[config.mk]
export PLATFORM = sky130hd
export DESIGN_NAME = double_integer_part_to_bcd_core
export DESIGN_NICKNAME = d
export VERILOG_FILES = /design/src/dib_pkg.sv /design/src/double_integer_part_to_bcd_core.sv /design/src/dib_cell.sv
export SDC_FILE = /design/constraint.sdc
export NUM_CORES = 1
export LEC_CHECK = 0
export BUFFER_PORTS_ARGS = -buffer_cell sky130_fd_sc_hd__buf_2
export CAP_MARGIN = 20
export CORE_MARGIN = 2
export CORE_UTILIZATION = 50
export CTS_CLUSTER_SIZE = 40
export DETAILED_ROUTE_END_ITERATION = 16
export PLACE_DENSITY_LB_ADDON = 0.3
export SYNTH_ARGS = -nofsm -noshare
export SYNTH_HDL_FRONTEND = slang
export SYNTH_SLANG_ARGS = --single-unit
[constraint.sdc]
create_clock -name clk_i -period 10.3 [get_ports clk_i]
set_input_delay 2.06 -clock clk_i [delete_from_list [all_inputs] [get_ports clk_i]]
set_output_delay 2.06 -clock clk_i [all_outputs]
set_load 0.02 [all_outputs]
[src/dib_pkg.sv]
// shared types and constants for the double to bcd converter
// no dependencies; used by dib_cell and double_integer_part_to_bcd_core
package dib_pkg;

  localparam int unsigned MANT_BITS  = 52;
  localparam int unsigned EXP_FIELD  = 11;
  localparam int unsigned EXP_W      = 12;
  localparam int unsigned DIGIT_W    = 4;
  localparam int unsigned OUT_DIGITS = 16;
  localparam int unsigned CNT_W      = 6;

  localparam logic [EXP_FIELD-1:0] EXP_BIAS    = 11'd1023;
  localparam logic [EXP_FIELD-1:0] EXP_ALL_ONE = 11'h7ff;
  // largest biased exponent whose integer part still fits the mantissa
  localparam logic [EXP_FIELD-1:0] EXP_MAX_OK  = 11'd1075;

  localparam logic [DIGIT_W-1:0] DIGIT_HALF = 4'd5;
  localparam logic [DIGIT_W:0]   DIGIT_TEN  = 5'd10;

  // per-step control broadcast to every cell of the chain
  typedef struct packed {
    logic load;
    logic step;
  } cell_ctrl_t;

endpackage

[src/double_integer_part_to_bcd_core.sv]
// top level: decodes a double, runs the bcd doubling chain, holds the result
// depends on dib_pkg and dib_cell
//
// Takes a raw 64-bit IEEE-754 double and returns its sign, unbiased exponent
// and the integer part of its magnitude as 16 packed BCD digits. One
// transaction at a time runs through a row of DIGITS digit cells, one
// doubling per exponent step (e being the unbiased exponent, 0..52); a
// negative or out-of-range exponent takes no step. The result goes to the
// output register once the steps are done and that register is free. The
// next item is taken from the cycle after the chain has handed its result to
// the output register, which may still be waiting on the far side, so no new
// item is taken before the chain is through with the last one.
// Exponents above 52, inf and NaN raise overflow with zero digits; negative
// exponents give zero.
module double_integer_part_to_bcd_core #(
  parameter int unsigned DIGITS = 16
) (
  input  logic               clk_i,
  input  logic               rst_ni,
  input  logic               in_valid_i,
  output logic               in_stall_o,
  input  logic [63:0]        float_bits_i,
  output logic               out_valid_o,
  input  logic               out_stall_i,
  output logic               negative_o,
  output logic signed [11:0] unbiased_exponent_o,
  output logic [31:0]        digits_high_o,
  output logic [31:0]        digits_low_o,
  output logic               overflow_o
);

  localparam int unsigned DW = dib_pkg::DIGIT_W;
  localparam int unsigned MB = dib_pkg::MANT_BITS;
  localparam int unsigned HALF = dib_pkg::OUT_DIGITS / 2;

  localparam logic ST_IDLE = 1'b0;
  localparam logic ST_RUN  = 1'b1;

  logic state_q, state_d;
  logic [dib_pkg::CNT_W-1:0] cnt_q, cnt_d;
  logic [MB-1:0] frac_q, frac_d;
  logic neg_q, ovf_q;
  logic [dib_pkg::EXP_W-1:0] exp_q;
  logic out_valid_q, out_valid_d;
  logic out_neg_q, out_ovf_q;
  logic [dib_pkg::EXP_W-1:0] out_exp_q;
  logic [31:0] out_hi_q, out_lo_q;

  logic in_accept, xfer, start_run;
  logic [dib_pkg::EXP_FIELD-1:0] biased;
  logic [dib_pkg::EXP_W-1:0] exp_val;
  logic in_ovf;
  dib_pkg::cell_ctrl_t ctrl;
  logic [DIGITS:0] carry;
  logic [DIGITS-1:0][DW-1:0] digit_w;

  assign in_stall_o = (state_q == ST_RUN);
  assign in_accept  = in_valid_i && !in_stall_o;

  // field decode at the input handshake
  assign biased    = float_bits_i[62:52];
  assign exp_val   = {1'b0, biased} - {1'b0, dib_pkg::EXP_BIAS};
  assign in_ovf    = (biased == dib_pkg::EXP_ALL_ONE) || (biased > dib_pkg::EXP_MAX_OK);
  assign start_run = !in_ovf && (biased >= dib_pkg::EXP_BIAS);

  assign xfer = (state_q == ST_RUN) && (cnt_q == '0) && (!out_valid_q || !out_stall_i);

  assign ctrl.load = in_accept;
  assign ctrl.step = (state_q == ST_RUN) && (cnt_q != '0);

  always_comb begin
    state_d = state_q;
    cnt_d   = cnt_q;
    frac_d  = frac_q;
    if (in_accept) begin
      state_d = ST_RUN;
      cnt_d   = start_run ? exp_val[dib_pkg::CNT_W-1:0] : '0;
      frac_d  = float_bits_i[MB-1:0];
    end else if (ctrl.step) begin
      cnt_d  = cnt_q - 1'b1;
      frac_d = {frac_q[MB-2:0], 1'b0};
    end else if (xfer) begin
      state_d = ST_IDLE;
    end
  end

  always_comb begin
    out_valid_d = out_valid_q;
    if (xfer) begin
      out_valid_d = 1'b1;
    end else if (!out_stall_i) begin
      out_valid_d = 1'b0;
    end
  end

  always_ff @(posedge clk_i or negedge rst_ni) begin
    if (!rst_ni) begin
      state_q     <= ST_IDLE;
      cnt_q       <= '0;
      out_valid_q <= 1'b0;
    end else begin
      state_q     <= state_d;
      cnt_q       <= cnt_d;
      out_valid_q <= out_valid_d;
    end
  end

  always_ff @(posedge clk_i) begin
    frac_q <= frac_d;
    if (in_accept) begin
      neg_q <= float_bits_i[63];
      exp_q <= exp_val;
      ovf_q <= in_ovf;
    end
    if (xfer) begin
      out_neg_q <= neg_q;
      out_exp_q <= exp_q;
      out_ovf_q <= ovf_q;
      out_hi_q  <= digit_w[dib_pkg::OUT_DIGITS-1:HALF];
      out_lo_q  <= digit_w[HALF-1:0];
    end
  end

  // next mantissa bit enters at the least significant digit
  assign carry[0] = frac_q[MB-1];

  for (genvar gi = 0; gi < DIGITS; gi++) begin : g_cell
    logic [DW-1:0] load_digit;
    if (gi == 0) begin : g_first
      assign load_digit = {{(DW-1){1'b0}}, start_run};
    end else begin : g_rest
      assign load_digit = '0;
    end
    dib_cell u_cell (
      .clk_i        (clk_i),
      .ctrl_i       (ctrl),
      .load_digit_i (load_digit),
      .carry_i      (carry[gi]),
      .carry_o      (carry[gi+1]),
      .digit_o      (digit_w[gi])
    );
  end

  assign out_valid_o         = out_valid_q;
  assign negative_o          = out_neg_q;
  assign unbiased_exponent_o = out_exp_q;
  assign digits_high_o       = out_hi_q;
  assign digits_low_o        = out_lo_q;
  assign overflow_o          = out_ovf_q;

`ifndef SYNTHESIS
  a_step_count_down: assert property (@(posedge clk_i) disable iff (!rst_ni)
    ctrl.step |=> (cnt_q == $past(cnt_q) - 1'b1))
    else $error("step counter did not count down");

  a_idle_count_zero: assert property (@(posedge clk_i) disable iff (!rst_ni)
    (state_q == ST_IDLE) |-> (cnt_q == '0))
    else $error("step counter nonzero while idle");

  a_accept_runs: assert property (@(posedge clk_i) disable iff (!rst_ni)
    in_accept |=> (state_q == ST_RUN))
    else $error("accepted transaction did not start the chain");

  a_xfer_valid: assert property (@(posedge clk_i) disable iff (!rst_ni)
    xfer |=> out_valid_o)
    else $error("finished transaction did not reach the output");

  a_no_top_carry: assert property (@(posedge clk_i) disable iff (!rst_ni)
    ctrl.step |-> !carry[DIGITS])
    else $error("carry out of the top digit");
`endif

endmodule

[src/dib_cell.sv]
// one decimal digit of the doubling chain: digit = 2 * digit + carry in, less ten when carry out is set
// depends on dib_pkg
module dib_cell (
  input  logic                               clk_i,
  input  dib_pkg::cell_ctrl_t                ctrl_i,
  input  logic [dib_pkg::DIGIT_W-1:0]        load_digit_i,
  input  logic                               carry_i,
  output logic                               carry_o,
  output logic [dib_pkg::DIGIT_W-1:0]        digit_o
);

  logic [dib_pkg::DIGIT_W-1:0] digit_q, digit_d;
  logic [dib_pkg::DIGIT_W:0]   dbl;

  // carry out does not depend on carry in: 2d + 1 >= 10 exactly when d >= 5
  assign carry_o = (digit_q >= dib_pkg::DIGIT_HALF);
  assign dbl     = {digit_q, carry_i};

  always_comb begin
    digit_d = digit_q;
    if (ctrl_i.load) begin
      digit_d = load_digit_i;
    end else if (ctrl_i.step) begin
      if (carry_o) begin
        digit_d = dib_pkg::DIGIT_W'(dbl - dib_pkg::DIGIT_TEN);
      end else begin
        digit_d = dbl[dib_pkg::DIGIT_W-1:0];
      end
    end
  end

  always_ff @(posedge clk_i) begin
    digit_q <= digit_d;
  end

  assign digit_o = digit_q;

endmodule

==> results of run 1 <==
how the worst min path moves through the flow:
stage	to	slack (ns)	startpoint	cells past startpoint
after CTS	unbiased_exponent_o[2]$_DFFE_PP_	0.42	exp_q[2]$_DFFE_PP_	0
after global routing	unbiased_exponent_o[10]$_DFFE_PP_	0.43	exp_q[10]$_DFFE_PP_	0
final	unbiased_exponent_o[2]$_DFFE_PP_	0.42	exp_q[2]$_DFFE_PP_	0
after floorplan	negative_o$_DFFE_PP_	0.40	neg_q$_DFFE_PP_	0
after detailed placement	overflow_o$_DFFE_PP_	0.40	ovf_q$_DFFE_PP_	0
after global placement	unbiased_exponent_o[1]$_DFFE_PP_	0.40	exp_q[1]$_DFFE_PP_	0
worst max-delay path, cell delays in order:
cell,delay (ns)
buf_2,0.12
nand2b_4,0.05
buf_4,0.47
clkinv_2,0.46
buf_4,0.51
a311o_1,0.36
o21ai_0,0.07
through the flow:
stage | total power (µW) | setup slack [ns]
after floorplan | 2450 | 3.87
after global placement | 2670 | 5.53
after detailed placement | 2730 | 5.51
after CTS | 3480 | 6.02
after global routing | 3710 | 6.37
final | 3450 | 6.59
registers in the layout, indices dropped and copies added (netlist names):
register	cells
digits_high_o	32
frac_q	52
g_cell.u_cell.digit_o	64
overflow_o	1
digits_low_o	32
ovf_q	1
negative_o	1
in_stall_o	1
exp_q	12
neg_q	1
out_valid_o	1
cnt_q	6
unbiased_exponent_o	12
final cells by class:
| cell class | instances | area share (%) |
|---|---|---|
| well taps | 225 | 2.67 |
| clock inverters | 7 | 0.296 |
| multi-input cells | 484 | 26.7 |
| repair buffers | 153 | 7.63 |
| flip-flops and latches | 216 | 55.1 |
| inverters | 39 | 1.40 |
| clock buffers | 33 | 6.19 |
metal layers:
layer | GRT usage, % | share of wire, % | wire [µm]
met2 | 27.3 | 45 | 7380
met3 | 3.38 | 6.5 | 1070
met5 | 0 | 0 | 0
met4 | 3.55 | 1.4 | 228
met1 | 25.4 | 47 | 7720
synth_stat cells (2+ instances only):
library cell  instances
nand2b_1             19
a21oi_1              28
ha_1                 35
nand2_1             168
a21oi_2               6
inv_1                38
a31oi_1               2
buf_2                 6
xnor2_1              22
dfrtp_1               8
o21a_1                2
or3_1                 2
o22ai_1               2
nor4_1                2
o211ai_1              2
or2_2                 2
o21ai_0              56
edfxtp_1            145
dfxtp_1              63
nor2_1               23
buf_1                 6
and2_1                2
nand4_1               3
clkbuf_1             11
o21ai_1               3
buf_6                 2
o21ai_2               7
mux2_2               17
nand3_1              66
clkbuf_2              4
xor2_1                4
buf_4                 5
cells by family after synthesis:
| family | synth area share (%) |
|---|---|
| buf+inv | 3.59 |
| simple gates | 14.4 |
| compound gates | 7.15 |
| fa+ha+maj | 4.91 |
| xor+xnor | 2.55 |
| mux | 2.26 |
| flops | 65.2 |
report_power, final:
group	total, µW	internal [µW]	switching, µW
Combinational	1150	460	688
Clock	741	436	305
Sequential	1560	1370	188
==> impl_metrics.csv, run 1 <==
group,metric,value,unit
setup_path,cp.required,10.70,ns
placement,dp_hpwl,10400,µm
cts,h-tree-depth,1,
placement,place.gp.congestion,0.776,
timing,finClkSkew,0.0151,ns
setup_path,crit_path_end_kind,"flop",
cts,clockBufferDepth,3,
timing,finalSetupTns,0,ns
logic_synthesis,synthArstFlopShare,3.70,%
logic_synthesis,synth_cell_types,44,
cts,insertion_delay,0.49,ns
detailed_routing,vias,5829,
final_layout,finalNetCount,1019,
setup_path,cp-endpoint,"cnt_q[3]$_DFFE_PN0P_",
logic_synthesis,synth_top_flop_cell,"edfxtp_1",
logic_synthesis,synth_area_leaders,"edfxtp_1, dfxtp_1, nand2_1, ha_1, nand3_1",
power,ir_drop,0.241,mV
timing,grt_setup_unrepaired,"no",
detailed_routing,drc,0,
final_layout,ff_latch_area,0.00582,mm²
setup_path,cp.arrival,4.12,ns
logic_synthesis,syn_area,0.00893,mm²
setup_path,worst_r2r_path_depth,7,
final_layout,final_util,60.8,%
floorplan,initial_core_util,51.4,%
final_layout,final_common_cell,"nand2_1",
floorplan,core,0.0174,mm²
timing,tightestPinTransition,1.08,ns
setup_path,path_class,"in -> reg",
cts,cts_made_buffers,22,
floorplan,die-width,138,µm
detailed_routing,wirelength,16400,µm
detailed_routing,post_drt_via_cell_ratio,5.04,
setup_path,r2r-start,"cnt_q[0]$_DFFE_PN0P_",
cts,cts_tree,"built",
timing,fmax,269,MHz
final_layout,n_fill_cell,1437,
placement,place_area,0.00985,mm²
final_layout,antenna_cells,0,
timing,final-max-slew-violation-count,0,
final_layout,fin_area,0.0106,mm²
global_routing,grt_pass1_vias,5459,
floorplan,io_pins,148,
outcome,status,"finished clean",
worst_hold_path,hold_path_class,"reg -> reg",
logic_synthesis,netlist.area_leader.share,48.8,%
setup_path,startpoint,"in_valid_i",
setup_path,crit_path_start_kind,"primary input",
logic_synthesis,yosysSeqAreaShare,65.2,%
cts,ctsHoldBuffers,0,
detailed_routing,wl_per_cell,14.2,µm
placement,dp_cells,1116,
global_routing,grt_max_degree,110,
floorplan,die_h,138,µm
detailed_routing,dr.pass1.iters,5,
global_routing,gr-total-overflow,0,
timing,fin_crit,3.71,ns
logic_synthesis,ys.warnings.count,0,
logic_synthesis,avgSynthCellArea,11.5,µm²
cts,path_clk_slew,0.06,ns
final_layout,final_cell_mix,"nand2_1, buf_2, edfxtp_1, nand3_1, dfxtp_1",
cts,ctsRootBufferMaster,"clkbuf_16",
timing,hold_ws,0.417,ns
setup_path,r2r_slack,7.58,ns
cts,cts_resized,0,
timing,slew_headroom,27.8,%
cts,postCtsSetupBuffers,0,
logic_synthesis,synth-edff-count,145,
timing,final.period_utilization,36.1,%
logic_synthesis,yosysTopAreaCell,"edfxtp_1",
timing,finalHoldViolCount,0,
detailed_routing,drtAntennaViolNets,0,
power,power_leakage,0.00437,µW
global_routing,grtUsageTotal,17.4,%
logic_synthesis,synthesis.nets,876,
final_layout,syn2layout_area_growth,18.2,%
logic_synthesis,ys_seq_elements,216,
job,maxCapViolCount,0,
logic_synthesis,synth_cells,773,
final_layout,stdcell_count,1157,
setup_path,timing.rr.end,"g_cell[5].u_cell.digit_o[3]$_SDFFE_PP0P_",
power,p_per_area,327,mW/mm²
global_routing,grt_pass1_wl,26400,µm
detailed_routing,drtIter0Drc,426,
timing,setup_viol,0,
cts,clock_sinks,216,
placement,io_buffers,147,
global_routing,antenna_found_initial,0,
final_layout,multi_input_area,0.00282,mm²
floorplan,num_rows,48,
setup_path,crit_path_max_fanout,65,
floorplan,die-area,0.0189,mm²
final_layout,layout-drive-gt1-share,23.7,%
No activity file was read; power rests on OpenSTA's default activity.
==> inputs of run 2 (changes only) <==
==> constraint.sdc (replaced) <==
create_clock -name clk_i -period 3.5 [get_ports clk_i]
set_input_delay 0.7 -clock clk_i [delete_from_list [all_inputs] [get_ports clk_i]]
set_output_delay 0.7 -clock clk_i [all_outputs]
set_load 0.02 [all_outputs]
==> run 2 against run 1 <==
  * Sequential share of layout area decreased by 0.25 points
  * Register-to-register slack got worse by 6.4 ns
  * Clock power increased to 3.1 times the previous value
  * Power increased to 3.0 times the previous value
  * Non-clock buffer count increased by 2
  * Die area unchanged
  * Critical path type is now reg -> reg
  * Critical endpoint is now cnt_q[0]$_DFFE_PN0P_
  * Highest routed layer unchanged
==> impl_metrics.csv, run 2 (synthesis gave the netlist of run 1 again) <==
group,metric,value,unit
timing,finalHoldViolCount,0,
global_routing,grt_pass1_wl,26100,µm
final_layout,fin_area,0.0106,mm²
detailed_routing,wl_per_cell,14.2,µm
final_layout,final_cell_mix,"nand2_1, buf_2, edfxtp_1, nand3_1, dfxtp_1",
placement,io_buffers,147,
final_layout,antenna_cells,0,
final_layout,ff_latch_area,0.00582,mm²
detailed_routing,drtIter0Drc,438,
cts,insertion_delay,0.50,ns
floorplan,die-area,0.0189,mm²
detailed_routing,vias,5902,
global_routing,grt_pass1_vias,5212,
final_layout,finalNetCount,1021,
detailed_routing,drc,0,
cts,cts_resized,0,
job,maxCapViolCount,0,
floorplan,die-width,138,µm
worst_hold_path,hold_path_class,"in -> async",
placement,place_ws,1.22,ns
timing,fmax,432,MHz
power,clkPwrFrac,22.6,%
cts,cts_tree,"built",
power,seqPwrFrac,44.7,%
final_layout,largest_reg_flops,64,
cts,cts_made_buffers,22,
power,power_leakage,0.00439,µW
timing,setup_ws,1.19,ns
setup_path,path_class,"reg -> reg",
timing,finalSetupTns,0,ns
setup_path,crit_path_start_kind,"flop",
timing,setup_viol,0,
timing,grt_setup_unrepaired,"no",
final_layout,final_util,61.1,%
global_routing,antenna_found_initial,0,
cts,path_clk_slew,0.06,ns
setup_path,crit_path_max_fanout,20,
timing,final.period_utilization,66.1,%
power,p_per_area,972,mW/mm²
detailed_routing,post_drt_via_cell_ratio,5.09,
placement,place.gp.congestion,0.857,
global_routing,gr-total-overflow,0,
cts,clock_sinks,216,
final_layout,multi_input_area,0.00282,mm²
floorplan,die_h,138,µm
power,power.internal,6790,µW
global_routing,grt_max_degree,110,
placement,dp_hpwl,10900,µm
timing,fin_crit,2.31,ns
timing,slew_headroom,41.2,%
final_layout,final_common_cell,"nand2_1",
global_routing,grtUsageTotal,17.4,%
final_layout,layout-drive-gt1-share,24.0,%
final_layout,n_fill_cell,1407,
timing,final-max-slew-violation-count,0,
timing,tightestPinTransition,0.882,ns
floorplan,io_pins,148,
timing,hold_ws,0.0354,ns
cts,ctsHoldBuffers,0,
outcome,status,"finished clean",
power,switching_power,3510,µW
floorplan,num_rows,48,
cts,postCtsSetupBuffers,0,
power,ir_drop,0.707,mV
floorplan,core,0.0174,mm²
power,switching_share,34.1,%
cts,clockBufferDepth,3,
timing,finClkSkew,0.0128,ns
detailed_routing,dr.pass1.iters,4,
power,combPwrFrac,32.7,%
setup_path,crit_path_end_kind,"flop",
floorplan,initial_core_util,51.4,%
final_layout,syn2layout_area_growth,18.8,%
setup_path,cp.required,3.86,ns
detailed_routing,drtAntennaViolNets,0,
cts,ctsRootBufferMaster,"clkbuf_16",
cts,h-tree-depth,1,
placement,place_area,0.00987,mm²
setup_path,cp.arrival,2.68,ns
detailed_routing,wirelength,16500,µm
run 2: worst paths after layout:
kind | startpoint | to | slack, ns | cells after the start
worst min register to register | exp_q[7]$_DFFE_PP_ | unbiased_exponent_o[7]$_DFFE_PP_ | 0.42 | 0
max in group asynchronous | rst_ni | out_valid_o$_DFFE_PN0P_ | 3.28 | 1
min in group clk_i | float_bits_i[63] | neg_q$_DFFE_PP_ | 0.38 | 1
worst max register to register | cnt_q[0]$_DFFE_PN0P_ | cnt_q[0]$_DFFE_PN0P_ | 1.19 | 6
worst min-delay path | rst_ni | cnt_q[0]$_DFFE_PN0P_ | 0.04 | 1
worst max-delay path | cnt_q[0]$_DFFE_PN0P_ | cnt_q[0]$_DFFE_PN0P_ | 1.19 | 6
run 2: worst max-delay path: stages, from the launching register on:
cell     delay [ns]
dfrtp_1        0.41
inv_1          0.09
ha_1           0.22
or4b_4         0.51
o21a_1         0.51
xnor2_1        0.32
o22ai_1        0.11
run 2: layout make-up:
class	count	area share (%)
multi-input combinational	484	26.6
clock inverter	10	0.921
timing repair buffer	155	7.62
clock buffer	30	5.96
inverter	39	1.39
sequential	216	54.9
tap	225	2.66
run 2: per-stage QoR:
| step | power, µW | instances |
|---|---|---|
| CTS | 10400 | 1159 |
| global route | 11100 | 1159 |
| detailed placement | 8050 | 1119 |
| finish | 10300 | 1159 |
| global placement | 7900 | 1119 |
| floorplan | 7210 | 773 |
run 2: layer usage:
metal / vias up / global-route usage (%) / part of all wire, %
li1: 2977 / - / -
met3: 26 / 2.91 / 6.9
met4: 0 / 5.04 / 1.7
met2: 193 / 26.6 / 44
met5: - / 0 / 0
met1: 2706 / 25.7 / 48
run 2: power by group through the flow:
stage	clock, µW	sequential, µW	combinational [µW]
CTS	2400	4610	3410
global route	2480	4720	3860
finish	2330	4600	3370
global placement	0	4620	3280
detailed placement	0	4660	3390
floorplan	0	4650	2550
==> inputs of run 3 (changes only) <==
==> constraint.sdc (replaced) <==
create_clock -name clk_i -period 2.2 [get_ports clk_i]
set_input_delay 0.44 -clock clk_i [delete_from_list [all_inputs] [get_ports clk_i]]
set_output_delay 0.44 -clock clk_i [all_outputs]
set_load 0.02 [all_outputs]
==> run 3 against run 2 <==
  * Clock skew increased by 0.0021 ns
  * Worst setup slack lost 1.1 ns
  * Routed wire length grew 1.6%
  * Clock-buffer cell count decreased by 1
  * Global-route usage is essentially flat
  * First-iteration DRC count shrank 14%
  * Register-to-register slack lost 1.1 ns
  * Largest power group unchanged
==> impl_metrics.csv, run 3 (synthesis gave the netlist of run 1 again) <==
group,metric,value,unit
floorplan,initial_core_util,51.4,%
timing,final.period_utilization,94.4,%
detailed_routing,drtAntennaViolNets,0,
power,power_leakage,0.00449,µW
final_layout,layout-drive-gt1-share,25.3,%
detailed_routing,wl_per_cell,14.3,µm
global_routing,grt_pass1_wl,26400,µm
placement,dp_hpwl,11000,µm
final_layout,syn2layout_area_growth,21.5,%
detailed_routing,drc,0,
timing,fin_crit,2.08,ns
cts,clock_sinks,216,
setup_path,r2r_slack,0.12,ns
final_layout,final_common_cell,"nand2_1",
outcome,status,"finished clean",
cts,cts_tree,"built",
setup_path,cp.required,2.40,ns
cts,h-tree-depth,1,
worst_hold_path,hold_start,"float_bits_i[63]",
worst_hold_path,hold_path_depth,1,
timing,setup_viol,0,
job,maxCapViolCount,0,
final_layout,multi_input_area,0.00287,mm²
detailed_routing,vias,5935,
global_routing,grt_pass1_vias,5433,
worst_hold_path,min_to,"neg_q$_DFFE_PP_",
global_routing,grt_max_degree,57,
setup_path,crit_path_end_kind,"flop",
floorplan,core,0.0174,mm²
cts,insertion_delay,0.50,ns
detailed_routing,drtIter0Drc,377,
timing,tightestPinTransition,0.478,ns
power,p_per_area,1550,mW/mm²
detailed_routing,post_drt_via_cell_ratio,5.05,
cts,path_clk_slew,0.06,ns
setup_path,cp.arrival,2.28,ns
final_layout,largest_reg_flops,64,
setup_path,timing.rr.end,"frac_q[34]$_DFFE_PP_",
timing,finalHoldViolCount,0,
floorplan,die-width,138,µm
placement,io_buffers,147,
global_routing,grtUsageTotal,17.4,%
timing,fmax,481,MHz
timing,final-max-slew-violation-count,0,
floorplan,num_rows,48,
final_layout,n_fill_cell,1404,
final_layout,final_cell_mix,"nand2_1, buf_2, edfxtp_1, nand3_1, dfxtp_1",
power,ir_drop,0.752,mV
final_layout,antenna_cells,0,
global_routing,antenna_found_initial,0,
setup_path,crit_path_max_fanout,27,
setup_path,r2r-start,"cnt_q[1]$_DFFE_PN0P_",
detailed_routing,wirelength,16800,µm
power,total_power,16800,µW
timing,slew_headroom,68.2,%
final_layout,finalNetCount,1037,
cts,cts_made_buffers,22,
final_layout,ff_latch_area,0.00582,mm²
final_layout,final_util,62.5,%
cts,ctsRootBufferMaster,"clkbuf_16",
setup_path,worst_r2r_path_depth,6,
global_routing,gr-total-overflow,0,
timing,grt_setup_unrepaired,"no",
floorplan,io_pins,148,
floorplan,die-area,0.0189,mm²
placement,place.gp.congestion,0.840,
floorplan,die_h,138,µm
setup_path,path_class,"reg -> reg",
setup_path,crit_path_start_kind,"flop",
worst_hold_path,hold_path_class,"in -> reg",
cts,clockBufferDepth,3,
timing,finClkSkew,0.0149,ns
detailed_routing,dr.pass1.iters,4,
-- run 3: cell type report --
cell class | count | area share (%)
Sequential cell | 216 | 53.6
Tap cell | 225 | 2.60
Clock buffer | 29 | 5.61
Inverter | 39 | 1.36
Clock inverter | 11 | 0.738
Multi-Input combinational cell | 485 | 26.5
Timing Repair Buffer | 170 | 9.60
-- run 3: worst max-delay path: stages (launching register included) --
cell	delay (ns)
dfrtp_1	0.41
inv_1	0.10
ha_2	0.21
or4b_4	0.50
o21ai_4	0.24
buf_12	0.16
nand2_8	0.14
-- run 3: worst max-delay path by stage --
stage                         start                                         to  slack [ns]  cells past startpoint
2_1_floorplan  cnt_q[0]$_DFFE_PN0P_                 digits_high_o[0]$_DFFE_PP_       -0.51                      5
3_3_place_gp   cnt_q[1]$_DFFE_PN0P_  g_cell[14].u_cell.digit_o[3]$_SDFFE_PP0P_        0.12                      8
3_5_place_dp   cnt_q[1]$_DFFE_PN0P_  g_cell[14].u_cell.digit_o[3]$_SDFFE_PP0P_        0.05                      8
4_1_cts        cnt_q[1]$_DFFE_PN0P_  g_cell[12].u_cell.digit_o[0]$_SDFFE_PP0P_        0.03                      8
5_1_grt        cnt_q[1]$_DFFE_PN0P_   g_cell[4].u_cell.digit_o[3]$_SDFFE_PP0P_      0.0007                      8
6_report       cnt_q[1]$_DFFE_PN0P_                       frac_q[34]$_DFFE_PP_        0.12                      6
-- run 3: through the flow --
step	TNS, ns	hold WS [ns]	cell area [µm²]	setup slack, ns	cells
floorplan	-39.97	0.144	8970	-0.508	773
global placement	0	0.303	10100	0.118	1129
detailed placement	0	0.307	10100	0.0515	1129
CTS	0	0.115	10800	0.0306	1170
global route	0	0.118	10800	0.000670	1175
finish	0	0.131	10800	0.123	1175
-- run 3: power breakdown --
group          leakage [µW]  internal, µW  switching [µW]  total [µW]
Combinational       0.00212          2580            3410        5990
Clock              0.000333          2060            1460        3530
Sequential          0.00203          6400             891        7290
-- run 3: what timing repair did --
item | 4_1_cts | 5_1_grt
gates resized for setup | 0 | 1
hold buffers | 1 | 0
setup endpoints to repair | 0 | 65
setup buffers | 0 | 3
endpoints found under the hold margin | 8 | 0
-- run 3: metal layers --
layer  vias up  GRT usage (%)  wire length (µm)
li1       3002              -                 -
met1      2747           25.1              7690
met2       156           27.6              7760
met3        30           2.80               967
met4         0           4.75               352
met5         -              0                 0
